File: src/sv/z85pd_pkg.sv
// Shared types, codes and lookup functions for the padded Z85 decoder.
// Depends on nothing; every other file of the block uses it.
package z85pd_pkg;

  localparam int unsigned GROUP_CHARS = 5;
  localparam int unsigned GROUP_BYTES = 4;
  localparam logic [7:0] MAX_PAD = 8'd4;

  typedef struct packed {
    logic [7:0] char_byte;
    logic       last_in;
  } in_t;

  typedef struct packed {
    logic [7:0] data_byte;
    logic       byte_valid;
    logic       last_out;
    logic [1:0] status;
  } out_t;

  localparam logic [1:0] STATUS_OK      = 2'd0;
  localparam logic [1:0] STATUS_BAD_LEN = 2'd1;
  localparam logic [1:0] STATUS_BAD_PAD = 2'd2;

  // One group of results from one request: up to four bytes of a word,
  // or a single empty result.
  typedef struct packed {
    logic [31:0] word;
    logic [2:0]  count;
    logic        has_data;
    logic        is_last;
    logic [1:0]  status;
  } grp_t;

  // Z85 alphabet: value of a character, 0 for anything outside it.
  function automatic logic [6:0] symbol_value(input logic [7:0] c);
    logic [7:0] tmp;
    logic [6:0] v;
    tmp = 8'd0;
    v   = 7'd0;
    case (c) inside
      ["0":"9"]: begin
        tmp = c - 8'h30;
        v   = tmp[6:0];
      end
      ["a":"z"]: begin
        tmp = c - 8'h61 + 8'd10;
        v   = tmp[6:0];
      end
      ["A":"Z"]: begin
        tmp = c - 8'h41 + 8'd36;
        v   = tmp[6:0];
      end
      ".": v = 7'd62;
      "-": v = 7'd63;
      ":": v = 7'd64;
      "+": v = 7'd65;
      "=": v = 7'd66;
      "^": v = 7'd67;
      "!": v = 7'd68;
      "/": v = 7'd69;
      "*": v = 7'd70;
      "?": v = 7'd71;
      "&": v = 7'd72;
      "<": v = 7'd73;
      ">": v = 7'd74;
      "(": v = 7'd75;
      ")": v = 7'd76;
      "[": v = 7'd77;
      "]": v = 7'd78;
      "{": v = 7'd79;
      "}": v = 7'd80;
      "@": v = 7'd81;
      "%": v = 7'd82;
      "$": v = 7'd83;
      "#": v = 7'd84;
      default: v = 7'd0;
    endcase
    return v;
  endfunction

  // Place weight of a character within its group (85^4 down to 1).
  function automatic logic [31:0] place_weight(input logic [2:0] pos);
    logic [31:0] w;
    case (pos)
      3'd0:    w = 32'd52200625;
      3'd1:    w = 32'd614125;
      3'd2:    w = 32'd7225;
      3'd3:    w = 32'd85;
      3'd4:    w = 32'd1;
      default: w = 32'd0;
    endcase
    return w;
  endfunction

endpackage

File: src/sv/z85pd_in_stage.sv
// Input register of the padded Z85 decoder: holds one request for the
// decode stage. Depends on z85pd_pkg.
module z85pd_in_stage (
  input  logic            clk,
  input  logic            rst_n,
  input  logic            in_valid,
  output logic            in_ready,
  input  z85pd_pkg::in_t  in_data,
  output logic            item_valid,
  output z85pd_pkg::in_t  item,
  input  logic            take
);

  logic           valid_r;
  logic           valid_nxt;
  z85pd_pkg::in_t data_r;

  assign in_ready   = !valid_r || take;
  assign item_valid = valid_r;
  assign item       = data_r;

  always_comb begin
    valid_nxt = valid_r;
    if (in_valid && in_ready) begin
      valid_nxt = 1'b1;
    end else if (take) begin
      valid_nxt = 1'b0;
    end
  end

  always_ff @(posedge clk) begin
    if (!rst_n) begin
      valid_r <= 1'b0;
    end else begin
      valid_r <= valid_nxt;
    end
  end

  always_ff @(posedge clk) begin
    if (in_valid && in_ready) begin
      data_r <= in_data;
    end
  end

endmodule

File: src/sv/z85pd_decode.sv
// Decode stage: header handling, character accumulation and result grouping.
// Depends on z85pd_pkg.
module z85pd_decode (
  input  logic            clk,
  input  logic            rst_n,
  input  logic            item_valid,
  input  z85pd_pkg::in_t  item,
  output logic            take,
  output logic            push,
  output z85pd_pkg::grp_t grp,
  input  logic            grp_ready
);

  logic        awaiting_r, awaiting_nxt;
  logic [2:0]  pos_r, pos_nxt;
  logic [31:0] acc_r, acc_nxt;
  logic [2:0]  pad_r, pad_nxt;
  logic        bad_r, bad_nxt;

  logic [2:0]  pos_cur;
  logic [2:0]  pos_inc;
  logic [31:0] acc_sum;
  logic [31:0] product;
  logic [2:0]  keep;
  logic        produces;

  assign pos_cur = (pos_r > 3'd4) ? 3'd0 : pos_r;
  assign pos_inc = pos_cur + 3'd1;
  assign product = {25'd0, z85pd_pkg::symbol_value(item.char_byte)}
                   * z85pd_pkg::place_weight(pos_cur);
  assign acc_sum = acc_r + product;
  assign keep    = 3'd4 - pad_r;

  always_comb begin
    produces = 1'b0;
    grp      = '{word: acc_sum, count: 3'd1, has_data: 1'b0, is_last: 1'b0,
                 status: z85pd_pkg::STATUS_OK};
    if (awaiting_r) begin
      produces = item.last_in;
      grp.word    = 32'd0;
      grp.is_last = 1'b1;
      grp.status  = (item.char_byte > z85pd_pkg::MAX_PAD) ?
                    z85pd_pkg::STATUS_BAD_PAD : z85pd_pkg::STATUS_OK;
    end else if (!item.last_in) begin
      produces     = (pos_inc == 3'd5);
      grp.count    = 3'd4;
      grp.has_data = 1'b1;
    end else begin
      produces    = 1'b1;
      grp.is_last = 1'b1;
      if (pos_inc != 3'd5) begin
        grp.word   = 32'd0;
        grp.status = z85pd_pkg::STATUS_BAD_LEN;
      end else if (bad_r) begin
        grp.word   = 32'd0;
        grp.status = z85pd_pkg::STATUS_BAD_PAD;
      end else if (keep == 3'd0) begin
        grp.word = 32'd0;
      end else begin
        grp.count    = keep;
        grp.has_data = 1'b1;
      end
    end
  end

  // Requests that yield nothing never wait on the serializer.
  assign take = item_valid && (!produces || grp_ready);
  assign push = take && produces;

  always_comb begin
    awaiting_nxt = awaiting_r;
    pos_nxt      = pos_r;
    acc_nxt      = acc_r;
    pad_nxt      = pad_r;
    bad_nxt      = bad_r;
    if (take) begin
      if (awaiting_r) begin
        bad_nxt      = (item.char_byte > z85pd_pkg::MAX_PAD);
        pad_nxt      = bad_nxt ? 3'd0 : item.char_byte[2:0];
        pos_nxt      = 3'd0;
        acc_nxt      = 32'd0;
        awaiting_nxt = item.last_in;
      end else if (item.last_in) begin
        awaiting_nxt = 1'b1;
        pos_nxt      = 3'd0;
        acc_nxt      = 32'd0;
        pad_nxt      = 3'd0;
        bad_nxt      = 1'b0;
      end else if (pos_inc == 3'd5) begin
        pos_nxt = 3'd0;
        acc_nxt = 32'd0;
      end else begin
        pos_nxt = pos_inc;
        acc_nxt = acc_sum;
      end
    end
  end

  always_ff @(posedge clk) begin
    if (!rst_n) begin
      awaiting_r <= 1'b1;
      pos_r      <= 3'd0;
      acc_r      <= 32'd0;
      pad_r      <= 3'd0;
      bad_r      <= 1'b0;
    end else begin
      awaiting_r <= awaiting_nxt;
      pos_r      <= pos_nxt;
      acc_r      <= acc_nxt;
      pad_r      <= pad_nxt;
      bad_r      <= bad_nxt;
    end
  end

endmodule

File: src/sv/z85pd_serializer.sv
// Result register and byte serializer: sends a group's results one a cycle
// while out_ready is high. Depends on z85pd_pkg.
module z85pd_serializer (
  input  logic            clk,
  input  logic            rst_n,
  input  logic            push,
  input  z85pd_pkg::grp_t grp,
  output logic            grp_ready,
  output logic            out_valid,
  input  logic            out_ready,
  output z85pd_pkg::out_t out_data
);

  logic            valid_r, valid_nxt;
  logic [1:0]      idx_r, idx_nxt;
  z85pd_pkg::grp_t grp_r;
  logic            at_final;
  logic [7:0]      sel_byte;

  assign at_final  = ({1'b0, idx_r} == (grp_r.count - 3'd1));
  assign grp_ready = !valid_r || (out_ready && at_final);
  assign out_valid = valid_r;

  always_comb begin
    case (idx_r)
      2'd0:    sel_byte = grp_r.word[31:24];
      2'd1:    sel_byte = grp_r.word[23:16];
      2'd2:    sel_byte = grp_r.word[15:8];
      default: sel_byte = grp_r.word[7:0];
    endcase
  end

  always_comb begin
    out_data.data_byte  = grp_r.has_data ? sel_byte : 8'd0;
    out_data.byte_valid = grp_r.has_data;
    out_data.last_out   = grp_r.is_last && at_final;
    out_data.status     = (grp_r.is_last && at_final) ? grp_r.status
                                                      : z85pd_pkg::STATUS_OK;
  end

  always_comb begin
    valid_nxt = valid_r;
    idx_nxt   = idx_r;
    if (push) begin
      valid_nxt = 1'b1;
      idx_nxt   = 2'd0;
    end else if (valid_r && out_ready) begin
      if (at_final) begin
        valid_nxt = 1'b0;
      end else begin
        idx_nxt = idx_r + 2'd1;
      end
    end
  end

  always_ff @(posedge clk) begin
    if (!rst_n) begin
      valid_r <= 1'b0;
      idx_r   <= 2'd0;
    end else begin
      valid_r <= valid_nxt;
      idx_r   <= idx_nxt;
    end
  end

  always_ff @(posedge clk) begin
    if (push) begin
      grp_r <= grp;
    end
  end

endmodule

File: src/sv/z85_padded_decoder_unit.sv
// Top level of the padded Z85 decoder: input register, decode stage, serializer.
// Depends on z85pd_pkg, z85pd_in_stage, z85pd_decode and z85pd_serializer.
//
// Decodes a padded Z85 message that arrives one byte per request: a padding
// count (0..4) first, then Z85 characters in groups of five. Each full group
// gives four big-endian bytes; the final group drops as many trailing bytes
// as the padding count says. The last result of a message has last_out set
// and carries status: bad length (character count not a multiple of five)
// ranks before bad padding (header above four). Bytes already sent before an
// error must be dropped downstream. A message that yields no final bytes ends
// with one empty result (byte_valid = 0, data_byte = 0).
// Rate: one request per cycle unless a result waits on the serializer. A
// request is held in the input register; the decode logic (symbol lookup,
// one constant multiply, 32-bit add) is combinational between it and the
// result register, from which results are offered.
// Results leave one per cycle while out_ready is high; five characters per
// group keep the serializer ahead of the input.
// Requests that yield no result are never held back by the serializer.
module z85_padded_decoder_unit (
  input  logic            clk,
  input  logic            rst_n,
  input  logic            in_valid,
  output logic            in_ready,
  input  z85pd_pkg::in_t  in_data,
  output logic            out_valid,
  input  logic            out_ready,
  output z85pd_pkg::out_t out_data
);

  logic            item_valid;
  z85pd_pkg::in_t  item;
  logic            take;
  logic            push;
  z85pd_pkg::grp_t grp;
  logic            grp_ready;

  z85pd_in_stage u_in_stage (
    .clk        (clk),
    .rst_n      (rst_n),
    .in_valid   (in_valid),
    .in_ready   (in_ready),
    .in_data    (in_data),
    .item_valid (item_valid),
    .item       (item),
    .take       (take)
  );

  // Message state lives here: header flag, group position, accumulator.
  z85pd_decode u_decode (
    .clk        (clk),
    .rst_n      (rst_n),
    .item_valid (item_valid),
    .item       (item),
    .take       (take),
    .push       (push),
    .grp        (grp),
    .grp_ready  (grp_ready)
  );

  // Holds one group and streams it out; reloads as its last result leaves.
  z85pd_serializer u_serializer (
    .clk       (clk),
    .rst_n     (rst_n),
    .push      (push),
    .grp       (grp),
    .grp_ready (grp_ready),
    .out_valid (out_valid),
    .out_ready (out_ready),
    .out_data  (out_data)
  );

endmodule

File: config.mk
export PLATFORM = sky130hd
export DESIGN_NAME = z85_padded_decoder_unit
export DESIGN_NICKNAME = d
export VERILOG_FILES = /design/src/sv/z85pd_pkg.sv /design/src/sv/z85pd_in_stage.sv /design/src/sv/z85pd_decode.sv /design/src/sv/z85pd_serializer.sv /design/src/sv/z85_padded_decoder_unit.sv
export SDC_FILE = /design/constraint.sdc
export NUM_CORES = 1
export LEC_CHECK = 0
export BUFFER_PORTS_ARGS = -buffer_cell sky130_fd_sc_hd__buf_2
export CORE_MARGIN = 5
export CORE_UTILIZATION = 45
export CTS_CLUSTER_SIZE = 16
export DETAILED_ROUTE_END_ITERATION = 6
export PLACE_DENSITY_LB_ADDON = 0.3
export SYNTH_ARGS = -nofsm -noshare
export SYNTH_HDL_FRONTEND = slang
export SYNTH_SLANG_ARGS = --single-unit
File: constraint.sdc
create_clock -name clk -period 7.55 [get_ports clk]
set_input_delay 1.51 -clock clk [delete_from_list [all_inputs] [get_ports clk]]
set_output_delay 1.51 -clock clk [all_outputs]
set_load 0.01 [all_outputs]
==> impl_metrics.yaml <==
logic_synthesis:
  async_flop_share: 0
  synthMuxAreaShare: 0.003088
  synth_top_family_by_area: "adder cells"
  ys_ff_latch: 92
  synth_edf_count: 48
  ys_seq_area_frac: 0.2292
  ys.flop_type: "edfxtp_1"
  synth-xor-area-share: 0.03631
  synth_fa_ha_area_frac: 0.3290
  yosys_warnings: 0
  synth_cell_types: 81
  syn-num-nets: 1345
  netlist_area_mm2: 0.01013
  synth_area_per_cell_um2: 9.005
  synth_cells: 1125
  yosys.area_share.simple: 0.1633
  synth-compound-area-share: 0.1450
worst_setup_path:
  r2r_cells: 25
  cp.depth: 25
  worstSetupStartpoint: "u_in_stage.item[1]"
  start_kind: "flip-flop"
  path_buf_inv: 5
  path_max_fanout: 7
  slowest_stage: "fa_1"
  cp_data_arrival_time_ns: 7.45
  r2r_slack_ns: 0.20
  r2r_end: "u_serializer.grp_r[31]"
  critPathMostFrequentCell: "fa_1"
  endpoint: "u_serializer.grp_r[31]"
  critPathRequiredTime_ns: 7.65
  end_kind: "flip-flop"
  cp_top_family: "adder cells"
  cpPeakStageDelay_ns: 0.53
  worstReg2RegStart: "u_in_stage.item[1]"
  crit_type: "flip-flop to flip-flop"
route:
  drt_iter0_markers: 548
  avgViaCountPerCell: 5.393
  first_pass_iters: 5
  wirelength_um: 24630
  post_drt_wl_per_cell_um: 16.88
  vias: 7869
  antenna_left: 0
  drc_errors: 0
timing:
  worstMarginPinSlew_ns: 1.108
  hold_viol: 0
  finClkSkew_ns: 0.01057
  rsz0062_at_grt: "true"
  period_minus_slack_ns: 7.345
  max_freq_ghz: 0.1361
  finalSetupViolations: 0
  setup_ws_ns: 0.2048
  slew_headroom: 0.2597
  setup_tns_ns: 0
  post-route-period-util: 0.9729
  maxSlewViolCount: 0
power:
  power.density_mw_per_mm2: 150.9
  vdd_ir_drop_max_mv: 0.1139
  p_leak_uw: 0.005126
cts:
  cts_buffers: 9
  htreeDepth: 3
  cts_tree: "yes"
  clk_pin_slew_ns: 0.07
  cts_root_buffer: "clkbuf_16"
  clkSinkCount: 92
  clk_latency_ns: 0.36
  hold_buffers: 0
  cts.path.max_buffers: 2
global_route:
  antenna_found_initial: 0
  grt_pass1_wl_um: 40310
  grt_pass1_vias: 7845
  track_usage: 0.1945
  grt_remaining_overflow: 0
  grt_max_degree: 41
die:
  rows: 55
  dieArea_mm2: 0.02561
  core_mm2: 0.02243
  initial_core_util: 0.4516
  fp.dieH_um: 160.0
  num_io_pins: 27
  dieWidth_um: 160.0
finish:
  area_growth_pct: 10.37
  layout_common_cells: "inv_1, nor2_1, ha_1"
  final_common_cell: "inv_1"
  drive_gt1_frac: 0.1193
  fill_cells: 2109
  ff_latch_area_mm2: 0.002322
  nNetsFinal: 1389
  final_cell_area_mm2: 0.01118
  diodes: 0
  multiInputGateArea_mm2: 0.006945
placement:
  place_congestion: 0.9211
  place_area_mm2: 0.01075
  hpwlAfterDp_um: 19670
  pre_cts_slack_ns: 0.02808
  portBuffers: 26
min_path:
  hold_path.class: "flip-flop to flip-flop"
job:
  cap_violations: 0
status:
  status: "completed"
==> metal layers <==
metal	track usage	up-vias	part of all wire
met4	0.04185	0	0.016
met1	0.2645	3821	0.45
met5	0	-	0
li1	-	3810	-
met3	0.02994	28	0.047
met2	0.3299	210	0.49
==> flip-flops by register name, indices dropped and copies added, names as in the netlist <==
name,flops
u_decode.awaiting_r,1
u_in_stage.item,9
u_serializer.out_data,1
u_decode.acc_r,32
u_decode.pos_r,3
u_serializer.grp_r,38
u_serializer.idx_r,2
u_serializer.out_valid,1
u_decode.bad_r,1
u_in_stage.item_valid,1
u_decode.pad_r,3
==> power breakdown <==
group / switching (µW) / total, µW / internal, µW
combinational: 411 / 689 / 278
clock: 217 / 453 / 236
sequential: 8.87 / 545 / 536
total: 638 / 1690 / 1050
==> layout make-up <==
type,count,share of cell area
multi-input cells,793,0.6211
flip-flops and latches,92,0.2077
inverters,194,0.06512
repair buffers,79,0.04722
well taps,285,0.03189
clock buffers,9,0.02014
clock inverters,7,0.006826
==> worst min-delay path by stage <==
stage | from | endpoint | slack (ns) | depth (start not counted)
6_report | u_decode.acc_r[11] | u_decode.acc_r[11] | 0.47 | 2
5_1_grt | u_decode.acc_r[11] | u_decode.acc_r[11] | 0.47 | 2
4_1_cts | u_decode.acc_r[11] | u_decode.acc_r[11] | 0.47 | 2
3_5_place_dp | u_decode.acc_r[11] | u_decode.acc_r[11] | 0.45 | 2
3_3_place_gp | u_decode.acc_r[11] | u_decode.acc_r[11] | 0.44 | 2
2_1_floorplan | u_decode.acc_r[11] | u_decode.acc_r[11] | 0.43 | 2
==> synth_stat cells, types with 3 or more instances <==
library cell,count,area share
a211oi_1,8,0.0059
a21boi_0,5,0.0037
a21o_1,18,0.013
a21oi_1,48,0.024
a222oi_1,8,0.0079
a22oi_1,21,0.016
a31oi_1,9,0.0056
a32o_1,3,0.0030
and2_1,18,0.011
and3_1,5,0.0031
buf_2,17,0.0084
buf_4,4,0.0030
clkbuf_1,22,0.0082
dfxtp_1,44,0.087
edfxtp_1,48,0.14
fa_1,99,0.20
ha_1,108,0.13
inv_1,192,0.071
nand2_1,67,0.025
nand2b_1,21,0.013
nand3_1,9,0.0044
nand3b_1,3,0.0022
nand4_1,3,0.0019
nor2_1,108,0.040
nor2b_1,37,0.023
nor3_1,9,0.0044
nor3b_1,3,0.0022
nor4_1,4,0.0025
o211ai_1,5,0.0037
o21a_1,7,0.0052
o21ai_0,39,0.019
o21ai_1,6,0.0030
o21bai_1,5,0.0037
o22ai_1,7,0.0043
o31ai_1,3,0.0022
or2_1,7,0.0043
or2_2,6,0.0037
or3_1,5,0.0031
xnor2_1,33,0.029
xor2_1,9,0.0078
==> tightest hold or removal path: cells and delay by family, from the launching register on <==
kind             cells  cell delay (ns)
AO/OA/AOI/OAI        1             0.06
flip-flops           1             0.33
AND/OR/NAND/NOR      1             0.05
==> kinds of logic after synthesis <==
family,after synthesis
and+or+nand+nor,324
xor gates and xnor gates,42
muxes,3
DFF,92
buffers and inverters,240
adders and majority gates,207
AOI/OAI and AO/OA,217
==> stage by stage <==
step / util / hold WS [ns] / std cells / power (µW)
finish: 0.4984 / 0.4727 / 1459 / 1688
CTS: 0.4926 / 0.4688 / 1452 / 1687
floorplan: - / 0.4250 / 1125 / 1046
global placement: 0.4791 / 0.4412 / 1436 / 1224
global route: 0.4984 / 0.4727 / 1459 / 1813
detailed placement: 0.4791 / 0.4523 / 1436 / 1231
==> repair_timing <==
| item | CTS | global route |
|---|---|---|
| resized for setup | 1 | 22 |
| endpoints found under the setup margin | 1 | 31 |
| setup buffers | 0 | 7 |
| pin swaps | 0 | 3 |
Power figures use the tool's default switching activity.
